[src/design/swsm_pkg.sv]
// ----------------------------------------------------------------------------
// Sleeper wake and steal manager package
// Field widths, operation codes, counter limits and the result record type.
// ----------------------------------------------------------------------------
`default_nettype none

package swsm_pkg;

   localparam int OP_W       = 3;
   localparam int CI_W       = 4;
   localparam int ACTIVE_W   = 5;
   localparam int COUNT_W    = 5;

   localparam int DEFAULT_MAX_CONSUMERS = 16;

   localparam logic [ACTIVE_W-1:0] ACTIVE_RESET = 5'd16;
   localparam logic [COUNT_W-1:0]  COUNT_MAX    = 5'd31;

   localparam logic [OP_W-1:0] OP_NEW_TASK  = 3'd0;
   localparam logic [OP_W-1:0] OP_WAKE      = 3'd1;
   localparam logic [OP_W-1:0] OP_SLEEP     = 3'd2;
   localparam logic [OP_W-1:0] OP_STEAL_REQ = 3'd3;
   localparam logic [OP_W-1:0] OP_STEAL_END = 3'd4;
   localparam logic [OP_W-1:0] OP_STOP      = 3'd5;

   typedef struct packed {
      logic            woken_valid;
      logic [CI_W-1:0] woken_index;
      logic            steal_granted;
      logic            was_last_stealer;
      logic            stopped_flag;
      logic            last_result;
   } rsp_type;

endpackage

`default_nettype wire

[src/design/swsm_queue_ram.sv]
// ----------------------------------------------------------------------------
// Sleeper queue memory
// One write port and one read port with registered read data.
// ----------------------------------------------------------------------------
`default_nettype none

module swsm_queue_ram
   import swsm_pkg::*;
#(
   parameter int DEPTH = DEFAULT_MAX_CONSUMERS
) (
   input  wire logic                     clock,
   input  wire logic                     wr_en,
   input  wire logic [$clog2(DEPTH)-1:0] wr_addr,
   input  wire logic [CI_W-1:0]          wr_data,
   input  wire logic                     rd_en,
   input  wire logic [$clog2(DEPTH)-1:0] rd_addr,
   output logic      [CI_W-1:0]          rd_data
);

   logic [CI_W-1:0] mem_ff [DEPTH];
   logic [CI_W-1:0] rd_data_ff;

   always_ff @(posedge clock) begin
      if (wr_en) begin
         mem_ff[wr_addr] <= wr_data;
      end
      if (rd_en) begin
         rd_data_ff <= mem_ff[rd_addr];
      end
   end

   assign rd_data = rd_data_ff;

endmodule

`default_nettype wire

[src/design/sleeper_wake_and_steal_manager_core.sv]
// Most transactions give their result from the output register in the cycle after acceptance.
// A new task that wakes pops queue entries, skipping stale ones, until it finds a sleeper.
// Stop gives one result for each sleeper it wakes, in queue order, and flags the last one.
// Throughput: one transaction per cycle when nothing pops the queue and the result is not held.
// Reset clears all flags, counters and pointers; the queue memory needs no clearing.
// ----------------------------------------------------------------------------
// Sleeper wake and steal manager core
// Tracks sleeping consumers in a memory-backed queue and grants or ends steals.
// ----------------------------------------------------------------------------
`default_nettype none

module sleeper_wake_and_steal_manager_core
   import swsm_pkg::*;
#(
   parameter int MAX_CONSUMERS = DEFAULT_MAX_CONSUMERS
) (
   input  wire logic                clock,
   input  wire logic                reset,
   input  wire logic                req_valid,
   output logic                     req_stall,
   input  wire logic [OP_W-1:0]     req_opcode,
   input  wire logic [CI_W-1:0]     req_consumer_index,
   output logic                     rsp_valid,
   input  wire logic                rsp_stall,
   output logic                     rsp_woken_valid,
   output logic      [CI_W-1:0]     rsp_woken_index,
   output logic                     rsp_steal_granted,
   output logic                     rsp_was_last_stealer,
   output logic                     rsp_stopped_flag,
   output logic                     rsp_last_result,
   input  wire logic                csr_wr_en,
   input  wire logic [ACTIVE_W-1:0] csr_wr_data
);

   localparam int IDX_W = $clog2(MAX_CONSUMERS);
   localparam int FCNT_W = $clog2(MAX_CONSUMERS + 1);

   typedef enum logic {ST_IDLE, ST_POP} state_type;

   state_type                state_ff, state_in;
   logic                     stop_mode_ff, stop_mode_in;
   logic [MAX_CONSUMERS-1:0] sleeping_ff, sleeping_in;
   logic [MAX_CONSUMERS-1:0] queued_ff, queued_in;
   logic [IDX_W-1:0]         head_ff, head_in;
   logic [IDX_W-1:0]         tail_ff, tail_in;
   logic [FCNT_W-1:0]        fifo_count_ff, fifo_count_in;
   logic [COUNT_W-1:0]       sleeper_count_ff, sleeper_count_in;
   logic [COUNT_W-1:0]       stealer_count_ff, stealer_count_in;
   logic                     halted_ff, halted_in;
   logic [ACTIVE_W-1:0]      active_ff, active_in;
   logic                     rsp_valid_ff, rsp_valid_in;
   rsp_type                  rsp_ff, rsp_in;

   logic                     wr_en;
   logic [IDX_W-1:0]         wr_addr;
   logic                     rd_en;
   logic [IDX_W-1:0]         rd_addr;
   logic [CI_W-1:0]          rd_data;

   logic                     out_free;
   logic                     accept;
   logic                     ci_ok;
   logic [IDX_W-1:0]         ci_idx;
   logic [IDX_W-1:0]         head_next;
   logic [IDX_W-1:0]         tail_next;
   logic [IDX_W-1:0]         pop_idx;
   logic [MAX_CONSUMERS-1:0] others_asleep;

   function automatic rsp_type make_rsp(input logic wv, input logic [CI_W-1:0] wi,
                                        input logic sg, input logic wl,
                                        input logic sf, input logic last);
      rsp_type r;
      r.woken_valid      = wv;
      r.woken_index      = wi;
      r.steal_granted    = sg;
      r.was_last_stealer = wl;
      r.stopped_flag     = sf;
      r.last_result      = last;
      return r;
   endfunction

   swsm_queue_ram #(
      .DEPTH(MAX_CONSUMERS)
   ) u_queue_ram (
      .clock  (clock),
      .wr_en  (wr_en),
      .wr_addr(wr_addr),
      .wr_data(req_consumer_index),
      .rd_en  (rd_en),
      .rd_addr(rd_addr),
      .rd_data(rd_data)
   );

   assign out_free  = !rsp_valid_ff || !rsp_stall;
   assign req_stall = !((state_ff == ST_IDLE) && out_free);
   assign accept    = req_valid && !req_stall;
   assign ci_ok     = 32'(req_consumer_index) < MAX_CONSUMERS;
   assign ci_idx    = IDX_W'(req_consumer_index);
   assign head_next = (head_ff == IDX_W'(MAX_CONSUMERS - 1)) ? '0 : head_ff + 1'b1;
   assign tail_next = (tail_ff == IDX_W'(MAX_CONSUMERS - 1)) ? '0 : tail_ff + 1'b1;
   assign pop_idx   = IDX_W'(rd_data);

   always_comb begin
      others_asleep          = sleeping_ff;
      others_asleep[pop_idx] = 1'b0;
   end

   always_comb begin
      state_in         = state_ff;
      stop_mode_in     = stop_mode_ff;
      sleeping_in      = sleeping_ff;
      queued_in        = queued_ff;
      head_in          = head_ff;
      tail_in          = tail_ff;
      fifo_count_in    = fifo_count_ff;
      sleeper_count_in = sleeper_count_ff;
      stealer_count_in = stealer_count_ff;
      halted_in        = halted_ff;
      active_in        = csr_wr_en ? csr_wr_data : active_ff;
      rsp_valid_in     = rsp_valid_ff && rsp_stall;
      rsp_in           = rsp_ff;
      wr_en            = 1'b0;
      wr_addr          = tail_ff;
      rd_en            = 1'b0;
      rd_addr          = head_ff;

      unique case (state_ff)
         ST_IDLE: begin
            if (accept) begin
               rsp_valid_in = 1'b1;
               rsp_in       = make_rsp(1'b0, '0, 1'b0, 1'b0, halted_ff, 1'b1);
               case (req_opcode)
                  OP_NEW_TASK: begin
                     if (sleeper_count_ff != '0 && stealer_count_ff == '0 &&
                         fifo_count_ff != '0) begin
                        rsp_valid_in = 1'b0;
                        rd_en        = 1'b1;
                        stop_mode_in = 1'b0;
                        state_in     = ST_POP;
                     end
                  end
                  OP_WAKE: begin
                     if (ci_ok && sleeping_ff[ci_idx]) begin
                        sleeping_in[ci_idx] = 1'b0;
                        if (sleeper_count_ff != '0) begin
                           sleeper_count_in = sleeper_count_ff - 1'b1;
                        end
                     end
                  end
                  OP_SLEEP: begin
                     if (ci_ok && !sleeping_ff[ci_idx]) begin
                        sleeping_in[ci_idx] = 1'b1;
                        if (!queued_ff[ci_idx] &&
                            fifo_count_ff < FCNT_W'(MAX_CONSUMERS)) begin
                           wr_en             = 1'b1;
                           tail_in           = tail_next;
                           fifo_count_in     = fifo_count_ff + 1'b1;
                           queued_in[ci_idx] = 1'b1;
                        end
                        if (sleeper_count_ff < COUNT_MAX) begin
                           sleeper_count_in = sleeper_count_ff + 1'b1;
                        end
                     end
                  end
                  OP_STEAL_REQ: begin
                     if ({stealer_count_ff, 1'b0} < {1'b0, active_ff} &&
                         stealer_count_ff < COUNT_MAX) begin
                        stealer_count_in     = stealer_count_ff + 1'b1;
                        rsp_in.steal_granted = 1'b1;
                     end
                  end
                  OP_STEAL_END: begin
                     rsp_in.was_last_stealer = (stealer_count_ff == COUNT_W'(1));
                     if (stealer_count_ff != '0) begin
                        stealer_count_in = stealer_count_ff - 1'b1;
                     end
                  end
                  OP_STOP: begin
                     halted_in           = 1'b1;
                     rsp_in.stopped_flag = 1'b1;
                     if (sleeping_ff != '0 && fifo_count_ff != '0) begin
                        rsp_valid_in = 1'b0;
                        rd_en        = 1'b1;
                        stop_mode_in = 1'b1;
                        state_in     = ST_POP;
                     end else begin
                        head_in       = tail_ff;
                        fifo_count_in = '0;
                        queued_in     = '0;
                     end
                  end
                  default: begin
                  end
               endcase
            end
         end
         ST_POP: begin
            if (fifo_count_ff == '0) begin
               if (out_free) begin
                  rsp_valid_in = 1'b1;
                  rsp_in       = make_rsp(1'b0, '0, 1'b0, 1'b0, halted_ff, 1'b1);
                  state_in     = ST_IDLE;
               end
            end else if (sleeping_ff[pop_idx]) begin
               if (out_free) begin
                  head_in              = head_next;
                  fifo_count_in        = fifo_count_ff - 1'b1;
                  queued_in[pop_idx]   = 1'b0;
                  sleeping_in[pop_idx] = 1'b0;
                  if (sleeper_count_ff != '0) begin
                     sleeper_count_in = sleeper_count_ff - 1'b1;
                  end
                  rsp_valid_in = 1'b1;
                  if (!stop_mode_ff) begin
                     rsp_in   = make_rsp(1'b1, rd_data, 1'b0, 1'b0, halted_ff, 1'b1);
                     state_in = ST_IDLE;
                  end else if (others_asleep == '0) begin
                     rsp_in        = make_rsp(1'b1, rd_data, 1'b0, 1'b0, halted_ff, 1'b1);
                     head_in       = tail_ff;
                     fifo_count_in = '0;
                     queued_in     = '0;
                     state_in      = ST_IDLE;
                  end else begin
                     rsp_in  = make_rsp(1'b1, rd_data, 1'b0, 1'b0, halted_ff, 1'b0);
                     rd_en   = 1'b1;
                     rd_addr = head_next;
                  end
               end
            end else begin
               head_in            = head_next;
               fifo_count_in      = fifo_count_ff - 1'b1;
               queued_in[pop_idx] = 1'b0;
               rd_en              = 1'b1;
               rd_addr            = head_next;
            end
         end
         default: begin
            state_in = ST_IDLE;
         end
      endcase
   end

   always_ff @(posedge clock) begin
      rsp_ff <= rsp_in;
      if (reset) begin
         state_ff         <= ST_IDLE;
         stop_mode_ff     <= 1'b0;
         sleeping_ff      <= '0;
         queued_ff        <= '0;
         head_ff          <= '0;
         tail_ff          <= '0;
         fifo_count_ff    <= '0;
         sleeper_count_ff <= '0;
         stealer_count_ff <= '0;
         halted_ff        <= 1'b0;
         active_ff        <= ACTIVE_RESET;
         rsp_valid_ff     <= 1'b0;
      end else begin
         state_ff         <= state_in;
         stop_mode_ff     <= stop_mode_in;
         sleeping_ff      <= sleeping_in;
         queued_ff        <= queued_in;
         head_ff          <= head_in;
         tail_ff          <= tail_in;
         fifo_count_ff    <= fifo_count_in;
         sleeper_count_ff <= sleeper_count_in;
         stealer_count_ff <= stealer_count_in;
         halted_ff        <= halted_in;
         active_ff        <= active_in;
         rsp_valid_ff     <= rsp_valid_in;
      end
   end

   assign rsp_valid            = rsp_valid_ff;
   assign rsp_woken_valid      = rsp_ff.woken_valid;
   assign rsp_woken_index      = rsp_ff.woken_index;
   assign rsp_steal_granted    = rsp_ff.steal_granted;
   assign rsp_was_last_stealer = rsp_ff.was_last_stealer;
   assign rsp_stopped_flag     = rsp_ff.stopped_flag;
   assign rsp_last_result      = rsp_ff.last_result;

endmodule

`default_nettype wire

[config.mk]
export PLATFORM = sky130hd
export DESIGN_NAME = sleeper_wake_and_steal_manager_core
export DESIGN_NICKNAME = d
export VERILOG_FILES = /design/src/design/swsm_pkg.sv /design/src/design/swsm_queue_ram.sv /design/src/design/sleeper_wake_and_steal_manager_core.sv
export SDC_FILE = /design/constraint.sdc
export NUM_CORES = 1
export LEC_CHECK = 0
export ABC_AREA = 1
export BUFFER_PORTS_ARGS = -buffer_cell sky130_fd_sc_hd__buf_2
export CAP_MARGIN = 20
export CORE_UTILIZATION = 63
export CTS_CLUSTER_SIZE = 8
export DETAILED_ROUTE_END_ITERATION = 10
export PLACE_DENSITY = 0.81
export SLEW_MARGIN = 20
export SYNTH_ARGS = -nofsm -noshare
export SYNTH_HDL_FRONTEND = slang
export SYNTH_HIERARCHICAL = 1
export SYNTH_SLANG_ARGS = --single-unit
[constraint.sdc]
create_clock -name clock -period 3.18 [get_ports clock]
set_input_delay 0.159 -clock clock [delete_from_list [all_inputs] [get_ports clock]]
set_output_delay 0.159 -clock clock [all_outputs]
set_load 0.1 [all_outputs]
After elaboration in Yosys (flattened, before gate mapping)

Memories as Yosys holds them, arrays and structs flattened. A register that Yosys moved wholly into a read port is not among the register bits.
Index checks and enable logic that the tools add are counted.

Eq/ne operators: 28
Add/sub/neg operators: 8
Reductions and logical operators: 34
Mux-type cells: 115
Order comparisons: 8
Bitwise operators: 9

Operators by type and width:

| operator                                          | number |
|---|---|
| two-way mux 16 bit                                | 15 |
| one-hot mux 16 bit (2 select lines)               | 4 |
| two-way mux 5 bit                                 | 19 |
| two-way mux 4 bit                                 | 16 |
| one-hot mux 5 bit (2 select lines)                | 5 |
| bitwise AND 16 bit                                | 3 |
| two-way mux 9 bit                                 | 5 |
| two-way mux 1 bit                                 | 38 |
| inverter 16 bit                                   | 2 |
| bitwise OR 16 bit                                 | 2 |
| != test 3 bit, second input constant              | 7 |
| AND reduction 5 bit                               | 4 |
| one-hot mux 9 bit (2 select lines)                | 1 |
| logical NOT 16 bit                                | 1 |
| nonzero test 16 bit                               | 1 |
| adder 5 x 1 -> 5 bit, second input constant       | 3 |
| less-than comparator 5 bit, second input constant | 3 |
| nonzero test 5 bit                                | 3 |
| subtractor 5 x 1 -> 5 bit, second input constant  | 3 |
| != test 2 bit, second input constant              | 7 |
| AND reduction 7 bit                               | 2 |
| binary-select mux 1 bit (select 4 bit)            | 3 |
| one-hot mux 1 bit (2 select lines)                | 6 |
| logical AND 1 bit                                 | 10 |
| 22 further kinds                                  | 39 |

RAM bits: 64
Bits of input ports: 17
Register bits after elaboration: 73
Output and inout port bits: 11
Word-level logic and storage cells: 221
Memories kept: 1

Memories:

| memory             | depth | width | rd ports | clocked after memory_dff | wr ports | line                 | text |
|---|---|---|---|---|---|---|---|
| u_queue_ram.mem_ff | 16    | 4     | 1        | 1                        | 1        | swsm_queue_ram.sv:21 | `logic [CI_W-1:0] mem_ff [DEPTH];` |

Depth between registers and ports, before layout

Gate-level depths: netlist (run 1).

Word-level depth: 13
Gate-level depth with buffers: 24
Mapped depth without buffers: 21

By module

The synthesis (run 1) kept the hierarchy.

Modules (own cells, without submodules):

| module                              | area each (um^2) | cells an instance | seq. area each (um^2) | times used |
|---|---|---|---|---|
| sleeper_wake_and_steal_manager_core | 5800.6           | 1014              | 1551.5                | 1 |
| swsm_queue_ram                      | 3006.6           | 290               | 2042.0                | 1 |

Least setup slack after synthesis (run 1)

Ideal clock, no wire load.

Path kind: flip-flop to flip-flop
From: register rsp_valid_ff, in the netlist rsp_valid
To: register u_queue_ram.rd_data_ff[2], in the netlist u_queue_ram/rd_data[2], read port of u_queue_ram.mem_ff, data pin
Library setup time: 0.253 ns
Required time: 2.927 ns
Stages on the path, launching flop included: 16
Setup slack: 0.591 ns
Clock period less this slack: 2.589 ns
Arrival time: 2.335 ns
Buffers on the path: 2
Path through: dfxtp_1 nand2_1 nand2_1 nand2_1 nand2_1 nand2_1 o21ai_0 buf_6 inv_6 buf_6 nand2_1 nand2_1 nand2_1 nand3_1 nand3_1 nand2_1

Word-level cells in the longest chain between the ends: 6
Elaborated cells on any way between the ends: 13
Classes of those cells: mux (9); reduce/logical (4)

Ends and longest elaborated chain:

| item                   | line                                       | text |
|---|---|---|
| from (decl)            | sleeper_wake_and_steal_manager_core.sv:51  | `logic rsp_valid_ff, rsp_valid_in;` |
| from (signal assigned) | sleeper_wake_and_steal_manager_core.sv:270 | `rsp_valid_ff <= rsp_valid_in;` |
| logical NOT 1 bit      | sleeper_wake_and_steal_manager_core.sv:94  | `assign out_free = !rsp_valid_ff \|\| !rsp_stall;` |
| logical OR 1 bit       | sleeper_wake_and_steal_manager_core.sv:94  |  |
| two-way mux 4 bit      | sleeper_wake_and_steal_manager_core.sv:205 | `if (out_free) begin` |
| two-way mux 4 bit      | sleeper_wake_and_steal_manager_core.sv:204 | `end else if (sleeping_ff[pop_idx]) begin` |
| two-way mux 4 bit      | sleeper_wake_and_steal_manager_core.sv:198 | `if (fifo_count_ff == '0) begin` |
| two-way mux 4 bit      | sleeper_wake_and_steal_manager_core.sv:127 | `unique case (state_ff)` |
| named net rd_addr[0]   | sleeper_wake_and_steal_manager_core.sv:57  | `logic [IDX_W-1:0] rd_addr;` |
| to (decl)              | swsm_queue_ram.sv:22                       | `logic [CI_W-1:0] rd_data_ff;` |

The timed path passes the listed nets, and every way through them passes these cells.
A chain may end at the register's enable or synchronous reset.

Worst setup path after layout (run 1)

From: register u_queue_ram.rd_data_ff[0], in the netlist u_queue_ram/rd_data[0], read port of u_queue_ram.mem_ff
To: register u_queue_ram.rd_data_ff[3], in the netlist u_queue_ram/rd_data[3], read port of u_queue_ram.mem_ff, data pin

Word-level cells in the longest chain between the ends: 13
Elaborated cells on any way between the ends: 22
Classes of those cells: order compare (2); mux (16); bitwise (2); reduce/logical (2)

Ends and longest elaborated chain:

| item                                                                                                      | line                                       | text |
|---|---|---|
| less-than comparator 4 x 5 -> 1 bit (implied by the code) or >= comparator 4 x 1 -> 1 bit (tied branches) | sleeper_wake_and_steal_manager_core.sv:105 | `others_asleep[pop_idx] = 1'b0;` |
| logical AND 1 bit (implied by the code)                                                                   | sleeper_wake_and_steal_manager_core.sv:105 |  |
| two-way mux 1 bit (implied by the code)                                                                   | sleeper_wake_and_steal_manager_core.sv:105 |  |
| demux 1 bit (select 4 bit)                                                                                | sleeper_wake_and_steal_manager_core.sv:105 |  |
| inverter 16 bit (no line)                                                                                 | --                                         |  |
| bitwise AND 16 bit (no line)                                                                              | --                                         |  |
| logical NOT 16 bit                                                                                        | sleeper_wake_and_steal_manager_core.sv:217 | `end else if (others_asleep == '0) begin` |
| two-way mux 4 bit                                                                                         | sleeper_wake_and_steal_manager_core.sv:217 |  |
| two-way mux 4 bit                                                                                         | sleeper_wake_and_steal_manager_core.sv:214 | `if (!stop_mode_ff) begin` |
| two-way mux 4 bit                                                                                         | sleeper_wake_and_steal_manager_core.sv:205 |  |
| two-way mux 4 bit *                                                                                       | sleeper_wake_and_steal_manager_core.sv:204 |  |
| two-way mux 4 bit *                                                                                       | sleeper_wake_and_steal_manager_core.sv:198 |  |
| two-way mux 4 bit *                                                                                       | sleeper_wake_and_steal_manager_core.sv:127 |  |
| named net rd_addr[0]                                                                                      | sleeper_wake_and_steal_manager_core.sv:57  |  |

Mark *: on every way through the listed nets, which the timed path passes. The rest lies on a longest branch. The select of a mux whose other input is x is not followed.

==> results of run 1 <==
==> worst max-delay path, delay by kind of cell, from the launching register on <==
kind / cells / cell delay, ns
buf+inv: 3 / 0.49
flops: 1 / 0.41
compound gates: 1 / 0.13
simple gates: 18 / 1.69
==> worst max path at each step <==
stage	start	endpoint	slack, ns	cells past startpoint
6_report	u_queue_ram/rd_data[0]$_DFFE_PP_	u_queue_ram/rd_data[3]$_DFFE_PP_	0.18	22
5_1_grt	u_queue_ram/rd_data[1]$_DFFE_PP_	u_queue_ram/rd_data[3]$_DFFE_PP_	-0.04	22
4_1_cts	u_queue_ram/rd_data[0]$_DFFE_PP_	u_queue_ram/rd_data[0]$_DFFE_PP_	0.05	22
3_5_place_dp	u_queue_ram/rd_data[0]$_DFFE_PP_	u_queue_ram/rd_data[1]$_DFFE_PP_	0.08	22
3_3_place_gp	u_queue_ram/rd_data[0]$_DFFE_PP_	u_queue_ram/rd_data[1]$_DFFE_PP_	0.13	22
2_1_floorplan	rsp_valid$_SDFF_PP0_	u_queue_ram/rd_data[2]$_DFFE_PP_	0.59	15
==> cell usage in the layout, fill, tap and decap left out, types with 5 or more instances in the layout <==
master / instances
nor2_1: 142
xor2_1: 12
nor3_1: 6
buf_2: 27
buf_4: 24
clkbuf_16: 18
nand2_2: 5
nor2_4: 7
dfxtp_1: 64
inv_2: 14
o21ai_0: 44
inv_6: 7
nand3_1: 115
inv_1: 166
edfxtp_1: 77
a21oi_1: 24
nand4_1: 24
nand2_1: 493
nor2_2: 6
ha_1: 16
xnor2_1: 5
==> cell usage after synthesis (all sizes together) (12+ instances only) <==
cell and count:
a21oi 29, buf 36, clkbuf 14, dfxtp 64, edfxtp 77, ha 16, inv 182, nand2 500
nand3 119, nand4 24, nor2 155, o21ai 49, xor2 12
==> power by group through the flow <==
stage / clock network (W) / registers (W) / logic, W
2_1_floorplan: 0 / 0.00206 / 0.000303
3_3_place_gp: 0 / 0.00202 / 0.000443
3_5_place_dp: 0 / 0.00202 / 0.000449
4_1_cts: 0.00214 / 0.00198 / 0.000457
5_1_grt: 0.00222 / 0.00198 / 0.000519
6_report: 0.00213 / 0.00198 / 0.000471
==> per-layer routing <==
metal | global-route usage [%] | share of wire [%] | vias to the layer above
met5 | 0 | 0 | -
met2 | 50.6 | 45 | 476
met3 | 6.65 | 9.4 | 52
met1 | 46.2 | 43 | 3758
li1 | - | - | 4132
met4 | 12.1 | 2.0 | 0
==> per-stage QoR <==
| step | cell area (um2) | power, W | std cells |
|---|---|---|---|
| floorplan | 8810 | 0.00236 | 1304 |
| global placement | 9000 | 0.00246 | 1476 |
| detailed placement | 9000 | 0.00247 | 1476 |
| CTS | 9660 | 0.00458 | 1512 |
| global route | 9780 | 0.00472 | 1520 |
| finish | 9780 | 0.00458 | 1520 |
==> cells by family after synthesis <==
| group | share of synthesized area, % |
|---|---|
| DFF | 40.8 |
| and+or+nand+nor | 38.3 |
| xor gates and xnor gates | 1.69 |
| adders and majority gates | 2.27 |
| buffers and inverters | 11.6 |
| muxes | 0.256 |
| AOI/OAI and AO/OA | 5.06 |
==> timing repair <==
item                                    4_1_cts  5_1_grt
hold endpoints to repair                      2        0
resized for setup                             0        8
buffers inserted                              0        7
endpoints found under the setup margin        0        4
hold buffers                                  4        0
==> layout make-up <==
type                       count  share of cell area (%)
timing repair buffer          58                    4.30
clock buffer                  17                    4.35
multi-input combinational    930                    43.2
inverter                     183                    7.10
clock inverter                15                    2.03
tap                          176                    2.25
sequential                   141                    36.7
==> results.txt, run 1 <==
In this run the biggest area consumer among cell types represents 26.3% of the synthesized area. The total area inside the core boundary comes to roughly 0.013 mm2. The element type at the critical path start is a register. The CTS root buffer is clkbuf_16.

For this run, the leading register cell type out of synthesis is edfxtp_1. The utilization after layout is 72.7%. The effective utilization at floorplan came out at between 60% and 70%.

The cell depth of the worst hold path came out at 3. The worst hold slack came out at approximately 0.014 ns. The die span in x came out at around 120 um. The launching point of the worst reg2reg path is u_queue_ram/rd_data[0]$_DFFE_PP_.

Across the run, the number of max-cap violations was 0. The first detailed-routing pass ran for 8 iterations. The number of slew-limit violations in the final report came to 0.

The run finished with clean final reports. The largest clock skew in the final design is ~0.011 ns. Counting cells, the worst reg-to-reg path comes to 22. The internal portion of total power is roughly 0.0034 W. The share of layout cells above drive strength 1 came out at 10.3%.

The number of levels in the clock H-tree is 4. The detail route stage leaves a number of antenna-violating nets equal to 0. Setup violations remaining at the end of the flow were counted as 0.

The synthesized netlist net count came out at about 1,300. The sequential standard cell area is between 0.003 and 0.004 mm2. For this run, the total global-route usage over all layers was measured as between 30% and 40%. The endpoint identified for the worst register-to-register timing path is u_queue_ram/rd_data[3]$_DFFE_PP_. The synthesized design spends more area on one cell type than any other, namely edfxtp_1. Combinational logic burns between 10% and 20% of the power. By startpoint and endpoint, the worst setup path is classified as reg2reg.

During I/O placement, the number of pins put on the boundary was 28. Summed over all layers, the routed wires come to 23,200 um. The total congestion overflow is 0. The initial antenna violation count came out at 0. The number of cells produced by synthesis is around 1,300.

The remaining routing DRC violations came out at 0. The height of the chip came out at roughly 120 um. The total negative setup slack came out at 0 ns. The worst-skew pair later-pin latency is between 0.4 and 0.5 ns. For the worst setup path, the data required time is 3.36 ns. The slowest stage of the critical path is the edfxtp_1 cell. TritonCTS created 17 clock buffers. After synthesis the netlist holds a flip-flop and latch count of between 100 and 150. The slew at the pin closest to its max-slew limit is a little under 0.8 ns. The critical path arrival came out at roughly 3.2 ns. Summed over all nets, the half-perimeter wirelength after detailed placement is approximately 16,000 um. The CTS clock-pin slew for the worst setup and hold paths is roughly 0.070 ns. Of all nets on the critical path, the largest fanout is 32. Yosys mapped a number of flops with a built-in enable equal to 77. The number of global-route vias before repair is 7,534. Traced cell by cell, the critical path runs through buf_4 -> nor2_4 -> nand2_1 -> nand2_1 -> nand2_1 -> nor2_1 -> nand2_1 -> nor2_2 -> nor2_1 -> nand2_1 -> nand2_1 -> nand2_2 -> nand2_1 -> o21ai_2 -> buf_12 -> inv_6 -> nand2_1 -> nand2_1 -> nand2_1 -> nand3_1 -> nand3_1 -> nand2_1.

The total via count after detailed routing is 8,418. After layout, the minimum clock period comes to 3.00 ns. Yosys mapped the design onto 39 distinct sky130hd cell types.

The analysis attributes to net switching a power of 0.00122 W. The sequential element share of the synthesized area came out at 40.8%. The power per cell area is approximately 470 mW/mm2. The largest net degree at the start of global routing is 44. The hold path endpoint is active_ff[3]$_SDFFE_PP0P_.

The clock share of power is between 40 and 50%. The area of combinational cells with multiple inputs is about 0.0042 mm2. The most numerous cell type found on the critical path is nand2_1. The switching part of the total power came out at about a quarter. The post-synthesis instance area came out at approximately 0.0088 mm2.

Based on the critical path, the design can be clocked at up to between 300 and 400 MHz. Compared with the post-synthesis result, the final layout area differs by 11.1%. The number of antenna cells inserted came out at 0. Row generation in the floorplan step produced 42 rows. In this run the most critical hold path is launched from csr_wr_data[3]. The initial DRC count is about 1,100.

The maximum buffer depth of the clock tree came out at 2. The weighted congestion at the end of routability-driven global placement is approximately 0.96. TritonCTS built the clock tree. The register-to-register path setup slack came out at between 0.15 and 0.2 ns. The setup slack at placement came out at roughly 0.083 ns. The share of the clock period used by the worst path is roughly 94%. The overall die area is about 0.014 mm2. The worst setup path is captured at a register. The first-pass GRT wire length came out at 37,000 um. The via-per-instance ratio is roughly 5.5. The detailed-route wire length per cell is approximately 15 um. The static power due to leakage is ~4.7 nW. The number of failing hold endpoints at the final stage is 0. The number of buffers added on ports came out at 27. Across the VDD grid, the largest voltage drop is 358 uV. The synthesized area per cell is between 6 and 7 um2. Once routing completed, OpenROAD measured the worst setup slack at between 0.15 and 0.2 ns.

The final net count came out at ~1,400. Ranked by total cell area, the synthesized netlist is headed by edfxtp_1 (26%), nand2_1 (21%), dfxtp_1 (15%). In this run the tightest slew margin relative to its limit is between 40% and 50%. The tightest min-delay check is of the in2reg type.

In this design, the stage delay of the slowest critical-path cell is about 0.4 ns. The portion of total power attributed to sequential cells is 43.2%. The count of synthesis-stage warnings from yosys is 6. After synthesis, the share of flip-flops with an asynchronous set or reset is 0%. Fill cells in the final layout number between 1,000 and 1,500. The clock net in this run drives a total of about 140 sinks.
Power figures use the tool's default switching activity.
==> run 2: changes to the inputs <==
--- a/config.mk
+++ b/config.mk
@@ -11,6 +11,7 @@
 export CORE_UTILIZATION = 63
 export CTS_CLUSTER_SIZE = 8
 export DETAILED_ROUTE_END_ITERATION = 10
+export GPL_TIMING_DRIVEN = 0
 export PLACE_DENSITY = 0.81
 export SLEW_MARGIN = 20
 export SYNTH_ARGS = -nofsm -noshare
==> run 2 against run 1 <==
Compared with the run above: wire length is 7.7% higher; register-to-register slack worse by 0.16 ns; maximum frequency is 5.0% lower; sequential cell count stayed put; hold slack worse by 0.0028 ns; first-iteration DRC count is 27% higher; utilization is 1.4 points higher; die area stayed put; via count is 4.7% higher; largest cell class unchanged.
==> results.txt, run 2 (same netlist as run 1, synthesis figures left out) <==
The delay contributed by the slowest stage of the critical path is 0.51 ns (+0.10 ns). The remaining antenna violation count is 0 (unchanged). The commonest non-fill, non-tap cell in the layout is nand2_1.

The combined global-route utilization of all metal layers came out at 35.3% (+2.4 points). The largest clock skew in the final design came to 0.00831 ns (-0.00230 ns). The number of slew-limit violations in the final report was 0 (unchanged). Counting stages on the worst path, the most repeated cell is nand2_1. The count of non-filler cells in the finished layout is 1,550 (+2.0%). The remaining routing DRC violations came out at 0 (unchanged). The worst hold path startpoint is csr_wr_data[1]. The power per cell area came out at 457 mW/mm2 (-2.5%). The CTS clock-pin slew for the worst setup and hold paths is 0.06 ns (about the same).

The static power due to leakage came out at 4.82 nW (+2.0%). The share of layout cells above drive strength 1 is 11.9% (+1.7 points). The number of placement rows is 42 (unchanged).

The summed area of non-filler cells in the final layout came out at 0.00997 mm2 (+1.9%). The tightest min-delay check is of the in2reg type. On the critical path, the stage with the largest delay is an instance of edfxtp_1. The TritonCTS buffer count came out at 17 (unchanged).

The time the final worst path needs with I/O delays and setup is 3.16 ns (+0.157 ns). The final net count is 1,394 (+2.2%). The number of global-route vias before repair is 7,862 (+4.4%). The register-to-register path setup slack is 0.02 ns (-0.16 ns). The total stage count of the critical path is 21 (-4.5%). The max capacitance violation total came out at 0 (unchanged). The worst register-to-register path begins at u_queue_ram/rd_data[3]$_DFFE_PP_. The total instance count after detailed placement is 1,507 (+2.1%).

The number of clock sinks is 141 (unchanged). The height of the chip is 120 um (unchanged). The number of antenna cells inserted is 0 (unchanged). The area added between synthesis and finish came out at 13.2%.

TritonCTS built the clock tree. The detailed-route wire length per cell came out at 16.1 um (+5.6%). The number of failing hold endpoints at the final stage is 0 (unchanged). The I/O pin count came to 28 (unchanged). The utilization after layout is 74.1% (+1.4 points). The number of buffers added on ports came to 26 (-3.7%). The share of the clock period used by the worst path came out at 99.3% (+4.9 points). The slew at the pin closest to its max-slew limit came out at 0.722 ns (-0.0628 ns). The top achievable clock speed was 317 MHz (-5.0%). The area of the core region came out at 0.0135 mm2 (unchanged). The placed wire-length estimate after detailed placement came out at 17,700 um (+11%). The wire length reported by the detailed router was 25,000 um (+7.7%). The overall die area came to 0.0145 mm2 (unchanged). The global routing met3 resource utilization was 6.79% (+0.14 points). STA classifies the critical path startpoint as a register. The initial antenna violation count came out at 0 (unchanged).

For hold timing, the worst endpoint is active_ff[1]$_SDFFE_PP0P_. The critical path arrival came out at 3.33 ns (+0.15 ns). The maximum buffer depth of the clock tree is 2 (unchanged). The die span in x is 120 um (unchanged).

The total via count after detailed routing was 8,814 (+4.7%). The met1 global-route usage was 48.8% (+2.5 points). The effective utilization at floorplan came out at 65.5% (unchanged). The run finished with clean final reports. The cell area after placement came to 0.00917 mm2 (+1.9%). The required time at the endpoint of the critical path came out at 3.36 ns (about the same). The worst reg2reg path depth came out at 21 (-4.5%). The largest fanout on the critical path came to 10 (-69%). The number of levels in the clock H-tree is 4 (unchanged). The met2 layer usage reported by global route is 54.3% (+3.7 points). The cell depth of the worst hold path was 3 (unchanged).

The buffering stage count on the worst path with inverters included is 3 (unchanged). Traced cell by cell, the critical path runs through buf_6 -> nor2_4 -> nand2_2 -> nand2_1 -> nand2_1 -> nor2_2 -> nand2_1 -> nor2_4 -> nor2_1 -> nand2_1 -> nand2_2 -> nand2_2 -> nand2_1 -> o21ai_1 -> buf_6 -> buf_8 -> nand2_1 -> nand3_1 -> nand3_1 -> nand3_2 -> nand2_1. The first-pass GRT wire length came out at 38,800 um (+4.9%). After global routing, the most crowded layer is met2. The first-pass iteration count of the detailed router was 6 (-2). The post-layout total power was 0.00455 W (-0.60%). The worst setup path is of the reg2reg kind. The cell family contributing the most delay on the critical path is simple AND/OR/NAND/NOR gates. The CTS root buffer is clkbuf_16.

The worst-skew pair later-pin latency is 0.43 ns (about the same). In this run the critical register-to-register path is captured at u_queue_ram/rd_data[2]$_DFFE_PP_. The weighted congestion at the end of routability-driven global placement is 0.948 (-0.76%). The worst IR drop on VDD is 334 uV (-6.8%). The worst setup path is captured at a register. The worst slew margin relative to its limit is 51.9% (+4.3 points). The library cells used most frequently in the layout, excluding fill and tap cells, are nand2_1 (485), inv_1 (165), nor2_1 (141). The number of setup violations in the final report is 0 (unchanged).

The total congestion overflow was 0 (unchanged). The initial DRC count is 1,364 (+27%). The via-per-instance ratio came out at 5.69 (+2.7%). The largest net degree at the start of global routing came to 22 (-50%).
## run 2: cell count changes in the layout (fill, tap and decap cells not counted), sizes merged
cell      change
inv           -3
clkinv        +1
clkinvlp      +1
buf          +17
clkbuf       +14
## run 2: what timing repair did
action / in CTS / in global routing
pin swaps: 0 / 4
hold buffers: 4 / 0
buffers inserted: 1 / 6
hold endpoints to repair: 2 / 0
setup endpoints to repair: 4 / 4
gates cloned: 0 / 0
resized for setup: 6 / 23
## run 2: metal layers
metal  routed length (um)  part of all wire [%]  vias up
met5                    0                     0        -
met4                  707                   2.8        0
met3                 2830                    11       72
met2                11200                    45      531
met1                10300                    41     4014
li1                     -                     -     4197
## run 2: metrics by stage
step	TNS (ns)	setup WS, ns	hold WS (ns)
after CTS	0	0.0392	0.0133
after global placement	-0.320	-0.0887	0.372
final	0	0.0238	0.0114
after global routing	-0.207	-0.0868	0.0605
after floorplan	0	0.591	0.258
after detailed placement	-0.298	-0.0993	0.378
## run 2: layout make-up
class / instances / area, um2
Multi-Input combinational cell: 930 / 4270
Fill cell: 1086 / 3480
Buffer: 50 / 348
Inverter: 183 / 694
Timing Repair Buffer: 38 / 234
Clock inverter: 14 / 183
Tap cell: 176 / 220
Sequential cell: 141 / 3590
Clock buffer: 18 / 429
## run 2: worst max path at each step
| stage | start | endpoint | slack (ns) |
|---|---|---|---|
| after global routing | u_queue_ram/rd_data[3]$_DFFE_PP_ | u_queue_ram/rd_data[2]$_DFFE_PP_ | -0.09 |
| after CTS | u_queue_ram/rd_data[1]$_DFFE_PP_ | u_queue_ram/rd_data[2]$_DFFE_PP_ | 0.04 |
| final | u_queue_ram/rd_data[3]$_DFFE_PP_ | u_queue_ram/rd_data[2]$_DFFE_PP_ | 0.02 |
| after global placement | u_queue_ram/rd_data[2]$_DFFE_PP_ | u_queue_ram/rd_data[3]$_DFFE_PP_ | -0.09 |
| after floorplan | rsp_valid$_SDFF_PP0_ | u_queue_ram/rd_data[2]$_DFFE_PP_ | 0.59 |
| after detailed placement | u_queue_ram/rd_data[0]$_DFFE_PP_ | u_queue_ram/rd_data[3]$_DFFE_PP_ | -0.1 |
## run 2: worst min-delay path: stages
cell and delay [ns]:
buf_2 0.07, o21ai_0 0.07, a21oi_1 0.10
## run 2: report_power, final
part | leakage, nW | internal (W) | switching [W]
combinational | 3.31 | 0.000148 | 0.000355
sequential | 1.22 | 0.00195 | 0.0000221
clock | 0.294 | 0.00125 | 0.000824
